File: src/hdl/ssd_pkg.sv
// shared constants, types and lookup functions of the scrolling seven-segment driver
package ssd_pkg;

    localparam int BUF_DEPTH = 32;
    localparam int DIGITS    = 4;

    localparam int ADDR_W   = $clog2(BUF_DEPTH);
    localparam int CNT_W    = $clog2(BUF_DEPTH + 1);
    localparam int WIN_W    = CNT_W + 1;
    localparam int PHASE_W  = (DIGITS > 1) ? $clog2(DIGITS) : 1;
    localparam int GLYPH_W  = 6;
    localparam int SEG_W    = 8;
    localparam int ENA_W    = 4;
    localparam int CHAR_W   = 8;
    localparam int PERIOD_W = 8;

    localparam logic [PERIOD_W-1:0] SCROLL_PERIOD_RST = PERIOD_W'(50);

    // request kinds
    localparam logic REQ_LOAD = 1'b0;
    localparam logic REQ_TICK = 1'b1;

    localparam logic [CHAR_W-1:0] CHAR_NUL = 8'h00;

    typedef logic [GLYPH_W-1:0] glyph_t;

    // glyph codes, in segment table order
    localparam glyph_t GLYPH_BLANK      = 6'd0;
    localparam glyph_t GLYPH_DIGIT0     = 6'd1;
    localparam glyph_t GLYPH_A          = 6'd11;
    localparam glyph_t GLYPH_L          = 6'd21;
    localparam glyph_t GLYPH_M_LEFT     = 6'd22;
    localparam glyph_t GLYPH_M_RIGHT    = 6'd23;
    localparam glyph_t GLYPH_N          = 6'd24;
    localparam glyph_t GLYPH_W_LEFT     = 6'd32;
    localparam glyph_t GLYPH_W_RIGHT    = 6'd33;
    localparam glyph_t GLYPH_X_LEFT     = 6'd34;
    localparam glyph_t GLYPH_X_RIGHT    = 6'd35;
    localparam glyph_t GLYPH_Y          = 6'd36;
    localparam glyph_t GLYPH_DOT        = 6'd37;
    localparam glyph_t GLYPH_MINUS      = 6'd38;
    localparam glyph_t GLYPH_UNDERSCORE = 6'd39;

    typedef struct packed {
        logic   pair;
        glyph_t left_g;
        glyph_t right_g;
    } glyph_pair_t;

    typedef struct packed {
        logic             loading;
        logic [CNT_W-1:0] glyph_count;
    } store_stat_t;

    // ascii to one glyph, or two for the wide letters
    function automatic glyph_pair_t char_to_glyph(input logic [CHAR_W-1:0] c);
        logic [CHAR_W-1:0] lc;
        logic [CHAR_W-1:0] ofs;
        glyph_pair_t       r;
        lc = c;
        if (c >= 8'h41 && c <= 8'h5A)
        begin
            lc = c + 8'h20;
        end
        r.pair    = 1'b0;
        r.left_g  = GLYPH_BLANK;
        r.right_g = GLYPH_BLANK;
        ofs       = 8'h00;
        if (lc >= 8'h30 && lc <= 8'h39)
        begin
            ofs      = lc - 8'h30;
            r.left_g = GLYPH_DIGIT0 + ofs[GLYPH_W-1:0];
        end
        else if (lc >= 8'h61 && lc <= 8'h6A)
        begin
            ofs      = lc - 8'h61;
            r.left_g = GLYPH_A + ofs[GLYPH_W-1:0];
        end
        else if (lc >= 8'h6E && lc <= 8'h75)
        begin
            ofs      = lc - 8'h6E;
            r.left_g = GLYPH_N + ofs[GLYPH_W-1:0];
        end
        else if (lc == 8'h6C)
        begin
            r.left_g = GLYPH_L;
        end
        else if (lc == 8'h79)
        begin
            r.left_g = GLYPH_Y;
        end
        else if (lc == 8'h2E)
        begin
            r.left_g = GLYPH_DOT;
        end
        else if (lc == 8'h2D)
        begin
            r.left_g = GLYPH_MINUS;
        end
        else if (lc == 8'h5F)
        begin
            r.left_g = GLYPH_UNDERSCORE;
        end
        else if (lc == 8'h6D)
        begin
            r.pair    = 1'b1;
            r.left_g  = GLYPH_M_LEFT;
            r.right_g = GLYPH_M_RIGHT;
        end
        else if (lc == 8'h77)
        begin
            r.pair    = 1'b1;
            r.left_g  = GLYPH_W_LEFT;
            r.right_g = GLYPH_W_RIGHT;
        end
        else if (lc == 8'h78)
        begin
            r.pair    = 1'b1;
            r.left_g  = GLYPH_X_LEFT;
            r.right_g = GLYPH_X_RIGHT;
        end
        return r;
    endfunction

    // segment pattern, bit0 a .. bit6 g, bit7 dot
    function automatic logic [SEG_W-1:0] seg_lookup(input glyph_t g);
        logic [SEG_W-1:0] s;
        case (g)
            6'd0:    s = 8'h00;
            6'd1:    s = 8'h3F;
            6'd2:    s = 8'h06;
            6'd3:    s = 8'h5B;
            6'd4:    s = 8'h4F;
            6'd5:    s = 8'h66;
            6'd6:    s = 8'h6D;
            6'd7:    s = 8'h7D;
            6'd8:    s = 8'h07;
            6'd9:    s = 8'h7F;
            6'd10:   s = 8'h67;
            6'd11:   s = 8'h77;
            6'd12:   s = 8'h7C;
            6'd13:   s = 8'h58;
            6'd14:   s = 8'h5E;
            6'd15:   s = 8'h79;
            6'd16:   s = 8'h71;
            6'd17:   s = 8'h6F;
            6'd18:   s = 8'h76;
            6'd19:   s = 8'h04;
            6'd20:   s = 8'h0E;
            6'd21:   s = 8'h38;
            6'd22:   s = 8'h33;
            6'd23:   s = 8'h27;
            6'd24:   s = 8'h54;
            6'd25:   s = 8'h5C;
            6'd26:   s = 8'h73;
            6'd27:   s = 8'hE7;
            6'd28:   s = 8'h50;
            6'd29:   s = 8'h6D;
            6'd30:   s = 8'h78;
            6'd31:   s = 8'h1C;
            6'd32:   s = 8'h3C;
            6'd33:   s = 8'h1E;
            6'd34:   s = 8'h4C;
            6'd35:   s = 8'h58;
            6'd36:   s = 8'h6E;
            6'd37:   s = 8'h80;
            6'd38:   s = 8'h40;
            6'd39:   s = 8'h08;
            default: s = 8'h00;
        endcase
        return s;
    endfunction

endpackage

File: src/hdl/ssd_req_if.sv
// request channel: load character or multiplex tick
interface ssd_req_if
    import ssd_pkg::*;
();
    logic              valid;
    logic              ready;
    logic              req_type;
    logic [CHAR_W-1:0] char_code;
    logic              first;

    modport source (output valid, output req_type, output char_code, output first,
                    input ready);
    modport sink   (input valid, input req_type, input char_code, input first,
                    output ready);
endinterface

File: src/hdl/ssd_res_if.sv
// result channel: segment pattern and digit selects
interface ssd_res_if
    import ssd_pkg::*;
();
    logic             valid;
    logic             ready;
    logic [SEG_W-1:0] segments;
    logic [ENA_W-1:0] digit_enable_n;

    modport source (output valid, output segments, output digit_enable_n, input ready);
    modport sink   (input valid, input segments, input digit_enable_n, output ready);
endinterface

File: src/hdl/ssd_glyph_store.sv
// glyph buffer with string load control
module ssd_glyph_store
    import ssd_pkg::*;
(
    input  logic              clk,
    input  logic              rst_n,
    input  logic              load_en,
    input  logic              first,
    input  logic [CHAR_W-1:0] char_code,
    input  logic [ADDR_W-1:0] rd_addr,
    output glyph_t            rd_glyph,
    output store_stat_t       stat
);

    glyph_t           glyph_mem_reg [BUF_DEPTH];
    logic [CNT_W-1:0] wp_reg, wp_next;
    logic [CNT_W-1:0] count_reg, count_next;
    logic             loading_reg, loading_next;

    logic             take;
    logic             is_end;
    logic [CNT_W-1:0] base;
    logic [CNT_W-1:0] base_inc;
    logic             we0, we1;
    glyph_pair_t      gp;

    assign gp       = char_to_glyph(char_code);
    assign take     = load_en && (first || loading_reg);
    assign is_end   = (char_code == CHAR_NUL);
    assign base     = first ? '0 : wp_reg;
    assign base_inc = base + CNT_W'(1);
    // dropped when past the end, right half included
    assign we0      = take && !is_end && (base < CNT_W'(BUF_DEPTH));
    assign we1      = we0 && gp.pair && (base_inc < CNT_W'(BUF_DEPTH));

    always_comb
    begin
        wp_next      = wp_reg;
        count_next   = count_reg;
        loading_next = loading_reg;
        if (take)
        begin
            if (is_end)
            begin
                wp_next      = base;
                count_next   = base;
                loading_next = 1'b0;
            end
            else
            begin
                wp_next      = base + CNT_W'(we0) + CNT_W'(we1);
                loading_next = 1'b1;
            end
        end
    end

    always_ff @(posedge clk or negedge rst_n)
    begin
        if (!rst_n)
        begin
            wp_reg      <= '0;
            count_reg   <= '0;
            loading_reg <= 1'b0;
        end
        else
        begin
            wp_reg      <= wp_next;
            count_reg   <= count_next;
            loading_reg <= loading_next;
        end
    end

    always_ff @(posedge clk)
    begin
        for (int i = 0; i < BUF_DEPTH; i++)
        begin
            if (we0 && base == CNT_W'(i))
            begin
                glyph_mem_reg[i] <= gp.left_g;
            end
            else if (we1 && base_inc == CNT_W'(i))
            begin
                glyph_mem_reg[i] <= gp.right_g;
            end
        end
    end

    assign rd_glyph         = glyph_mem_reg[rd_addr];
    assign stat.loading     = loading_reg;
    assign stat.glyph_count = count_reg;

endmodule

File: src/hdl/ssd_scan.sv
// digit multiplexing and scroll window control
module ssd_scan
    import ssd_pkg::*;
(
    input  logic                clk,
    input  logic                rst_n,
    input  logic                tick_en,
    input  logic [PERIOD_W-1:0] period,
    input  store_stat_t         stat,
    output logic [ADDR_W-1:0]   rd_addr,
    input  glyph_t              rd_glyph,
    output logic [SEG_W-1:0]    segments_next,
    output logic [ENA_W-1:0]    enable_n_next
);

    localparam logic signed [WIN_W-1:0] WIN_WRAP = WIN_W'(-DIGITS);

    logic [PHASE_W-1:0]       phase_reg, phase_next;
    logic signed [WIN_W-1:0]  win_reg, win_next;
    logic [PERIOD_W-1:0]      scan_reg, scan_next;
    logic [SEG_W-1:0]         hold_reg, hold_next;

    logic signed [WIN_W-1:0]  pos;
    logic signed [WIN_W-1:0]  win_inc;
    logic signed [WIN_W-1:0]  cnt_s;
    logic [PERIOD_W-1:0]      scan_inc;
    logic                     lit;
    logic                     end_scan;

    assign pos      = win_reg + $signed({{(WIN_W-PHASE_W){1'b0}}, phase_reg});
    assign lit      = !pos[WIN_W-1] && (pos[CNT_W-1:0] < stat.glyph_count);
    assign rd_addr  = pos[ADDR_W-1:0];
    assign end_scan = (phase_reg == PHASE_W'(DIGITS - 1));
    assign win_inc  = win_reg + WIN_W'(1);
    assign cnt_s    = $signed({1'b0, stat.glyph_count});
    assign scan_inc = scan_reg + PERIOD_W'(1);

    assign hold_next     = lit ? seg_lookup(rd_glyph) : hold_reg;
    assign segments_next = hold_next;

    always_comb
    begin
        for (int i = 0; i < ENA_W; i++)
        begin
            enable_n_next[i] = (i < DIGITS) && !(lit && phase_reg == PHASE_W'(i));
        end
    end

    always_comb
    begin
        phase_next = phase_reg + PHASE_W'(1);
        win_next   = win_reg;
        scan_next  = scan_reg;
        if (end_scan)
        begin
            phase_next = '0;
            if (stat.glyph_count > CNT_W'(DIGITS))
            begin
                scan_next = scan_inc;
                if (scan_inc >= period)
                begin
                    scan_next = '0;
                    win_next  = (win_inc >= cnt_s) ? WIN_WRAP : win_inc;
                end
            end
            else
            begin
                win_next = '0;
            end
        end
    end

    always_ff @(posedge clk or negedge rst_n)
    begin
        if (!rst_n)
        begin
            phase_reg <= '0;
            win_reg   <= '0;
            scan_reg  <= '0;
            hold_reg  <= '0;
        end
        else if (tick_en)
        begin
            phase_reg <= phase_next;
            win_reg   <= win_next;
            scan_reg  <= scan_next;
            hold_reg  <= hold_next;
        end
    end

endmodule

File: src/hdl/scrolling_seven_segment_driver_top.sv
// top level of the scrolling seven-segment driver
//
// requests come in on req: a load request (req_type 0) carries one ascii
// character, first set starts a new string and a nul character ends it; each
// character becomes one glyph (two for m, w and x) in a 32-slot buffer, and
// glyphs past the end are dropped. a tick request (req_type 1) lights the next
// of four active-low digits and returns one result on res; while a string is
// still loading a tick returns nothing. with more than four glyphs held the
// window moves one glyph after scroll_period full scans (written through
// cfg_wr_en / cfg_wr_data, reset value 50) and re-enters from the right.
// throughput is one request per clock, except that a tick which yields a
// result stalls while the output register holds a result and res.ready is
// low. a request is held in the input register and its result is captured in
// the output register, with the single processing stage between the two; the
// output register lets a new request in while a result waits.
module scrolling_seven_segment_driver_top
    import ssd_pkg::*;
(
    input  logic                clk,
    input  logic                rst_n,
    ssd_req_if.sink             req,
    ssd_res_if.source           res,
    input  logic                cfg_wr_en,
    input  logic [PERIOD_W-1:0] cfg_wr_data
);

    // configuration
    logic [PERIOD_W-1:0] period_reg;

    // input register
    logic                in_vld_reg;
    logic                in_type_reg;
    logic [CHAR_W-1:0]   in_char_reg;
    logic                in_first_reg;

    // output register
    logic                out_vld_reg;
    logic [SEG_W-1:0]    out_seg_reg;
    logic [ENA_W-1:0]    out_ena_reg;

    logic                has_result;
    logic                fire;
    logic                tick_en;
    logic                load_en;
    store_stat_t         stat;
    logic [ADDR_W-1:0]   rd_addr;
    glyph_t              rd_glyph;
    logic [SEG_W-1:0]    segments_next;
    logic [ENA_W-1:0]    enable_n_next;

    // a tick only yields a result when no string is loading
    assign has_result = (in_type_reg == REQ_TICK) && !stat.loading;
    // the held request moves on unless its result would find the output full
    assign fire       = in_vld_reg && (!has_result || !out_vld_reg || res.ready);
    assign tick_en    = fire && has_result;
    assign load_en    = fire && (in_type_reg == REQ_LOAD);
    assign req.ready  = !in_vld_reg || fire;

    always_ff @(posedge clk or negedge rst_n)
    begin
        if (!rst_n)
        begin
            period_reg <= SCROLL_PERIOD_RST;
        end
        else if (cfg_wr_en)
        begin
            period_reg <= cfg_wr_data;
        end
    end

    // input register control
    always_ff @(posedge clk or negedge rst_n)
    begin
        if (!rst_n)
        begin
            in_vld_reg <= 1'b0;
        end
        else if (req.ready)
        begin
            in_vld_reg <= req.valid;
        end
    end

    // input payload, no reset needed
    always_ff @(posedge clk)
    begin
        if (req.valid && req.ready)
        begin
            in_type_reg  <= req.req_type;
            in_char_reg  <= req.char_code;
            in_first_reg <= req.first;
        end
    end

    ssd_glyph_store u_store (
        .clk       (clk),
        .rst_n     (rst_n),
        .load_en   (load_en),
        .first     (in_first_reg),
        .char_code (in_char_reg),
        .rd_addr   (rd_addr),
        .rd_glyph  (rd_glyph),
        .stat      (stat)
    );

    ssd_scan u_scan (
        .clk           (clk),
        .rst_n         (rst_n),
        .tick_en       (tick_en),
        .period        (period_reg),
        .stat          (stat),
        .rd_addr       (rd_addr),
        .rd_glyph      (rd_glyph),
        .segments_next (segments_next),
        .enable_n_next (enable_n_next)
    );

    // output register control
    always_ff @(posedge clk or negedge rst_n)
    begin
        if (!rst_n)
        begin
            out_vld_reg <= 1'b0;
        end
        else if (tick_en)
        begin
            out_vld_reg <= 1'b1;
        end
        else if (res.ready)
        begin
            out_vld_reg <= 1'b0;
        end
    end

    // output payload
    always_ff @(posedge clk)
    begin
        if (tick_en)
        begin
            out_seg_reg <= segments_next;
            out_ena_reg <= enable_n_next;
        end
    end

    assign res.valid          = out_vld_reg;
    assign res.segments       = out_seg_reg;
    assign res.digit_enable_n = out_ena_reg;

endmodule
File: src/flat_wrapper.sv
// flat-port wrapper written by rule: the top's interface ports become plain ports
module scrolling_seven_segment_driver_top_flat import ssd_pkg::*;
  (clk, rst_n, cfg_wr_en, cfg_wr_data, req_valid, req_req_type, req_char_code, req_first, req_ready, res_valid, res_segments, res_digit_enable_n, res_ready);
  ssd_req_if req_i ();
  ssd_res_if res_i ();
  input  logic clk;
  input  logic rst_n;
  input  logic cfg_wr_en;
  input  logic [PERIOD_W-1:0] cfg_wr_data;
  input wire logic [$bits(req_i.valid)-1:0] req_valid;
  input wire logic [$bits(req_i.req_type)-1:0] req_req_type;
  input wire logic [$bits(req_i.char_code)-1:0] req_char_code;
  input wire logic [$bits(req_i.first)-1:0] req_first;
  output wire logic [$bits(req_i.ready)-1:0] req_ready;
  output wire logic [$bits(res_i.valid)-1:0] res_valid;
  output wire logic [$bits(res_i.segments)-1:0] res_segments;
  output wire logic [$bits(res_i.digit_enable_n)-1:0] res_digit_enable_n;
  input wire logic [$bits(res_i.ready)-1:0] res_ready;
  assign req_i.valid = req_valid;
  assign req_i.req_type = req_req_type;
  assign req_i.char_code = req_char_code;
  assign req_i.first = req_first;
  assign req_ready = req_i.ready;
  assign res_valid = res_i.valid;
  assign res_segments = res_i.segments;
  assign res_digit_enable_n = res_i.digit_enable_n;
  assign res_i.ready = res_ready;
  scrolling_seven_segment_driver_top u_core (.clk(clk), .rst_n(rst_n), .req(req_i), .res(res_i), .cfg_wr_en(cfg_wr_en), .cfg_wr_data(cfg_wr_data));
endmodule
File: config.mk
export PLATFORM = sky130hd
export DESIGN_NAME = scrolling_seven_segment_driver_top_flat
export DESIGN_NICKNAME = d
export VERILOG_FILES = /design/src/hdl/ssd_pkg.sv /design/src/hdl/ssd_req_if.sv /design/src/hdl/ssd_res_if.sv /design/src/hdl/ssd_glyph_store.sv /design/src/hdl/ssd_scan.sv /design/src/hdl/scrolling_seven_segment_driver_top.sv /design/src/flat_wrapper.sv
export SDC_FILE = /design/constraint.sdc
export NUM_CORES = 1
export LEC_CHECK = 0
export BUFFER_PORTS_ARGS = -buffer_cell sky130_fd_sc_hd__buf_4
export CORE_UTILIZATION = 55
export CTS_BUF_LIST = sky130_fd_sc_hd__clkbuf_2
export DETAILED_ROUTE_END_ITERATION = 6
export PLACE_DENSITY_LB_ADDON = 0.3
export SYNTH_ARGS = -nofsm -noshare
export SYNTH_HDL_FRONTEND = slang
export SYNTH_SLANG_ARGS = --single-unit
File: constraint.sdc
create_clock -name clk -period 5.3 [get_ports clk]
set_clock_uncertainty 0.1 [all_clocks]
set_input_delay 1.06 -clock clk [delete_from_list [all_inputs] [get_ports clk]]
set_output_delay 1.06 -clock clk [all_outputs]
set_load 0.03 [all_outputs]
* Word-level counts from Yosys, hierarchy flattened *
Memories as Yosys holds them, arrays and structs flattened.
Index checks and enable logic that the tools add are counted.

operators by class
  $add $sub $neg = 14
  multipliers = 0
  div/mod/pow operators = 0
  magnitude comparators = 14
  equality and inequality tests = 74
  shifts and indexed selects = 0
  muxes and demuxes = 321
  bitwise logic cells = 33
  reduce and logical (&&, ||, !) cells = 135

operators by type and width
  kind                                                             count
  two-way mux 6 bit                                                80
  two-way mux 1 bit                                                201
  == test 6 x 5 -> 1 bit (second input constant)                   32
  OR reduction 6 bit                                               30
  two-way mux 5 bit                                                30
  == test 6 x 4 -> 1 bit (second input constant)                   16
  logical AND 1 bit                                                83
  == test 6 x 3 -> 1 bit (second input constant)                   8
  == test 8 x 7 -> 1 bit (second input constant)                   6
  two-way mux 13 bit                                               3
  bitwise OR 1 bit                                                 32
  == test 6 x 2 -> 1 bit (second input constant)                   4
  >= comparator 8 x 7 -> 1 bit (second input constant)             3
  less-or-equal comparator 8 x 7 -> 1 bit (second input constant)  3
  two-way mux 8 bit                                                3
  two-way mux 7 bit                                                3
  subtractor 6 bit (second input constant)                         3
  == test 8 x 6 -> 1 bit (second input constant)                   2
  adder 6 x 1 -> 6 bit                                             2
  == test 6 x 1 -> 1 bit (second input constant)                   2
  logical NOT 6 bit                                                2
  less-than comparator 6 bit (second input constant)               2
  logical NOT 1 bit                                                10
  adder 8 x 1 -> 8 bit (second input constant)                     1
  25 further kinds                                                 30

word-level totals
  register bits after elaboration = 70
  bits in latches = 0
  RAM bits = 192
  bits in read-only memories = 512
  input port bits = 23
  logic and storage cells = 608
  memories kept = 2

memories
  memory                        depth  width  rd ports  clocked after memory_dff  write ports  line                   source
  (name not given)              64     8      1         0                         0            ssd_pkg.sv:128         case (g)
  u_core.u_store.glyph_mem_reg  32     6      1         0                         2            ssd_glyph_store.sv:15  glyph_t glyph_mem_reg [BUF_DEPTH];

* Logic depth before layout (Yosys ltp) *
  depth after elaboration = 38
  gate-level depth with buffers = 19
  mapped depth without buffers = 17

* Hierarchy *
A second synthesis with hierarchy kept.

unflattened totals
  cell total of the unflattened synthesis = 1147
  area total of the unflattened synthesis = 14405.1 um^2

modules (own cells, without submodules)
  module                              times used  cells an instance  area each (um^2)  seq. area each (um^2)
  ssd_glyph_store                     1           794                10621.4           6080.8
  ssd_scan                            1           304                2673.8            625.6
  scrolling_seven_segment_driver_top  1           49                 1109.8            914.6

* Least setup slack after synthesis *
Ideal clock, no wire load.

  path kind = reg2reg
  start point = register u_core.u_scan.phase_reg[0]
  end point = register u_core.out_seg_reg[1], in the netlist u_core.res.segments[1] (data pin)
  setup time = 0.254 ns
  arrival = 4.212 ns
  data required time = 4.946 ns
  slack = 0.734 ns
  cell stages (with the launch flop) = 18
  buffers on the path = 3
  period minus slack after synthesis = 4.566 ns
  path through = dfrtp_1 ha_1 fa_1 buf_4 buf_2 buf_1 mux4_2 mux2_2 o22ai_1 a221oi_2 inv_1 ha_1 inv_1 nor2_1 a21oi_1 o311ai_0 a21oi_1 a21o_1

between the ends
  word-level cells in the longest chain between the ends = 4
  elaborated cells between the ends (all ways) = 7

RTL lines
  what                                                                  line                                       source
  from (decl)                                                           ssd_scan.sv:18                             logic [PHASE_W-1:0] phase_reg, phase_next;
  from (signal assigned)                                                ssd_scan.sv:84                             phase_reg <= phase_next;
  adder 7 x 3 -> 7 bit *                                                ssd_scan.sv:30                             assign pos = win_reg + $signed({{(WIN_W-PHASE_W){1'b0}}, phase_reg});
  memory read (32 x 6 bit), or another cell as far along                n/a
  memory read (64 x 8 bit) / logical AND 1 bit (equally long branches)  n/a
  two-way mux 8 bit *                                                   ssd_scan.sv:38                             assign hold_next = lit ? seg_lookup(rd_glyph) : hold_reg;
  named net u_core.segments_next[1]                                     scrolling_seven_segment_driver_top.sv:48   logic [SEG_W-1:0] segments_next;
  to (signal assigned)                                                  scrolling_seven_segment_driver_top.sv:140  out_seg_reg <= segments_next;
  to (decl)                                                             scrolling_seven_segment_driver_top.sv:38   logic [SEG_W-1:0] out_seg_reg;

Mark *: on every way through the listed nets, which the timed path passes. The rest lies on a longest branch.
A chain may end at the register's enable or synchronous reset.

* Final worst setup path *
  start point = register u_core.u_scan.win_reg[0]
  end point = register u_core.out_seg_reg[1], in the netlist u_core.res.segments[1] (data pin)

between the ends
  word-level cells in the longest chain between the ends = 4
  elaborated cells between the ends (all ways) = 7

RTL lines
  what                                                                  line                                      source
  from (decl)                                                           ssd_scan.sv:19                            logic signed [WIN_W-1:0] win_reg, win_next;
  from (signal assigned)                                                ssd_scan.sv:85                            win_reg <= win_next;
  adder 7 x 3 -> 7 bit *                                                ssd_scan.sv:30
  memory read (32 x 6 bit), or another cell as far along                n/a
  memory read (64 x 8 bit) / logical AND 1 bit (equally long branches)  n/a
  two-way mux 8 bit *                                                   ssd_scan.sv:38
  named net u_core.segments_next[1]                                     scrolling_seven_segment_driver_top.sv:48

Marks and branches as above.

==> flow_summary.toml <==
[run_status]
status = "finished, final reports clean"

[place]
dpl.hpwl_um = 24700
place_area_sq_um = 15100
gp_congestion = 0.922
io_buffers = 36

[yosys]
synthDistinctLibCells = 81
synth_edf_count = 213
ys_seq_area_share_pct = 53.0
synth.avg_cell_area_sq_um = 12.0
syn_inst = 1202
synthTopCellsByArea = "edfxtp_1 (45%), dfrtp_1 (7.8%), mux4_2 (7.8%)"
synth_top_cell_area_share_pct = 44.5
yosys.area.top_type = "edfxtp_1"
ys_ff_latch = 262
syn_nets = 1271
synthArstFlopShare_pct = 18.3
yosys_warnings = 0
ys.flop_type = "edfxtp_1"
netlist_area_sq_um = 14400

[final_layout]
fillers = 2048
multi_input_area_sq_um = 6250
largest_reg_flops = 192
register_area_sq_um = 7620
final_common_cell = "edfxtp_1"
drive_above_1_share_pct = 22.8
final_nets = 1333
post-route-cell-area_sq_um = 15800
layout_common_cells = "edfxtp_1 (213), clkbuf_2 (104), nand2_1 (95)"
synthToLayoutAreaGrowth_pct = 9.87

[clock_network]
clkLatencyLatePin_ns = 0.86
post_cts_buffers = 0
cts_sinks = 262
clockRootBuffer = "clkbuf_2"
cts_tree = "built"
cts_resized = 0
clk_pin_slew_ns = 0.10
numCtsBuffers = 68
cts.path.max_buffers = 3
cts-hold-fix-buffers = 0
htree_levels = 3

[setup_path]
required_ns = 5.79
cp-end-kind = "register"
reg2reg_from = "u_core.u_scan.win_reg[0]"
r2r-end = "u_core.res.segments[1]"
rrSetupSlack_ns = 0.34
startpoint = "u_core.u_scan.win_reg[0]"
cp.arrival_ns = 5.45
startpoint_type = "register"
worstRegToRegCells = 15
crit_fanout = 18
critical_path_class = "register to register"
worstSetupEndpoint = "u_core.res.segments[1]"

[power_and_ir_drop]
power_density_nw_per_um2 = 428
power_frac_seq_pct = 36.1
power_switching_mw = 2.60
vdd_drop_max_v = 0.000265
finalPower_mw = 6.77
clkPwrFrac_pct = 21.8
comb_power_share_pct = 42.1
p_leak_nw = 6.04
p_int_mw = 4.16
switching_share_pct = 38.5

[route]
viasPerCell = 6.49
wl_per_cell_um = 22.7
first_iter_violations = 1557
dr.pass1.iters = 6
num_vias = 10666
route.final.wire_length_um = 37300
postRouteAntennaNets = 0
route.detailed.drc = 0

[global_route]
grt_overflow = 0
grt_pass1_wl_um = 58400
grt_max_degree = 56
grt_pass1_vias = 10450
antenna_found_initial = 1
globalRouteTotalUtil_pct = 28.9

[timing]
fmax_mhz = 202
fin_crit_sh_pct = 93.6
worst_pin_slew_ns = 1.09
fin_crit_ns = 4.96
rsz0062_at_grt = "false"
hold_viol_final = 0
maxSlewHeadroom_pct = 27.2
finalMaxSlewViolations = 0
setup_viol = 0
setup_tns_ns = 0

[hold_path]
hp-class = "input pin to async pin"

[floorplanning]
die_width_um = 164
die-area_sq_um = 26800
num_rows = 58
start_util_pct = 56.6
core_sq_um = 25400
io_pins = 37
die_h_um = 164

[run]
maxCapViolations = 0
cell usage after synthesis, drive strengths merged (14+ instances only):
cell type and number:
nor3 26, o22ai 40, clkbuf 72, o221ai 34
a21oi 83, a21o 14, inv 46, ha 45
nand2 95, nor2b 15, nor2 55, mux2i 57
buf 28, edfxtp 213, o21ai 83, nand3 27
mux4 50, dfrtp 45
worst min path at each step:
stage                                                   start                             endpoint  slack (ns)  depth (start not counted)
after floorplan           u_core.u_store.glyph_mem_reg[16][3]  u_core.u_store.glyph_mem_reg[16][3]        0.34                          2
after global placement              u_core.u_scan.hold_reg[6]            u_core.u_scan.hold_reg[6]        0.36                          1
after detailed placement            u_core.u_scan.hold_reg[6]            u_core.u_scan.hold_reg[6]        0.37                          1
after CTS                                               rst_n                 u_core.period_reg[7]        0.09                          1
after global routing                                    rst_n            u_core.u_scan.scan_reg[6]         0.1                          1
final                                                   rst_n            u_core.u_scan.scan_reg[6]        0.12                          1
final cells by class:
type	instances	share of cell area, %
clock buffer	104	3.30
tap	330	2.61
timing repair buffer	92	4.37
sequential	262	48.3
inverter	47	1.12
multi-input combinational	793	39.6
antenna	1	0.0158
clock inverter	15	0.745
kinds of logic (layout without fill, tap and decap cells):
family / after synthesis / count (layout) / share of synthesized area, %
compound gates: 330 / 330 / 15.1
xor+xnor: 24 / 24 / 1.46
fa+ha+maj: 47 / 47 / 4.13
buf+inv: 147 / 258 / 4.27
flops: 262 / 262 / 53.0
mux: 120 / 120 / 12.8
other cells: 0 / 1 / 0
simple gates: 272 / 272 / 9.21
metal layers:
| layer | track usage (%) | part of all wire, % |
|---|---|---|
| met3 | 5.92 | 8.8 |
| met2 | 47.1 | 48 |
| met5 | 0 | 0 |
| met4 | 13.4 | 3.7 |
| met1 | 37.2 | 40 |
per-stage QoR:
| stage | std cells | setup WS, ns | utilization (%) | hold slack, ns |
|---|---|---|---|---|
| 3_5_place_dp | 1524 | 0.450 | 59.6 | 0.370 |
| 4_1_cts | 1643 | 0.419 | 62.2 | 0.0905 |
| 3_3_place_gp | 1524 | 0.566 | 59.6 | 0.365 |
| 5_1_grt | 1644 | 0.0984 | 62.2 | 0.0962 |
| 2_1_floorplan | 1202 | 0.734 | - | 0.339 |
| 6_report | 1644 | 0.340 | 62.2 | 0.120 |
power groups by stage:
stage / Combinational [mW] / Clock, mW / Sequential, mW
floorplan: 2.10 / 0 / 2.48
global placement: 2.80 / 0 / 2.49
detailed placement: 2.81 / 0 / 2.49
CTS: 2.83 / 1.50 / 2.44
global route: 3.09 / 1.59 / 2.46
finish: 2.85 / 1.47 / 2.44
critical path: stages (launching register included):
cell,delay [ns]
dfrtp_1,0.48
ha_4,0.21
fa_2,0.95
buf_4,0.28
mux4_2,0.20
mux2_2,0.15
o22ai_1,0.08
a221oi_2,0.69
inv_1,0.22
ha_1,0.42
inv_1,0.10
nor2_1,0.12
a21oi_1,0.06
o311ai_0,0.33
a21oi_1,0.11
a21o_1,0.20
Note: power is estimated with default switching activity, not from simulation.
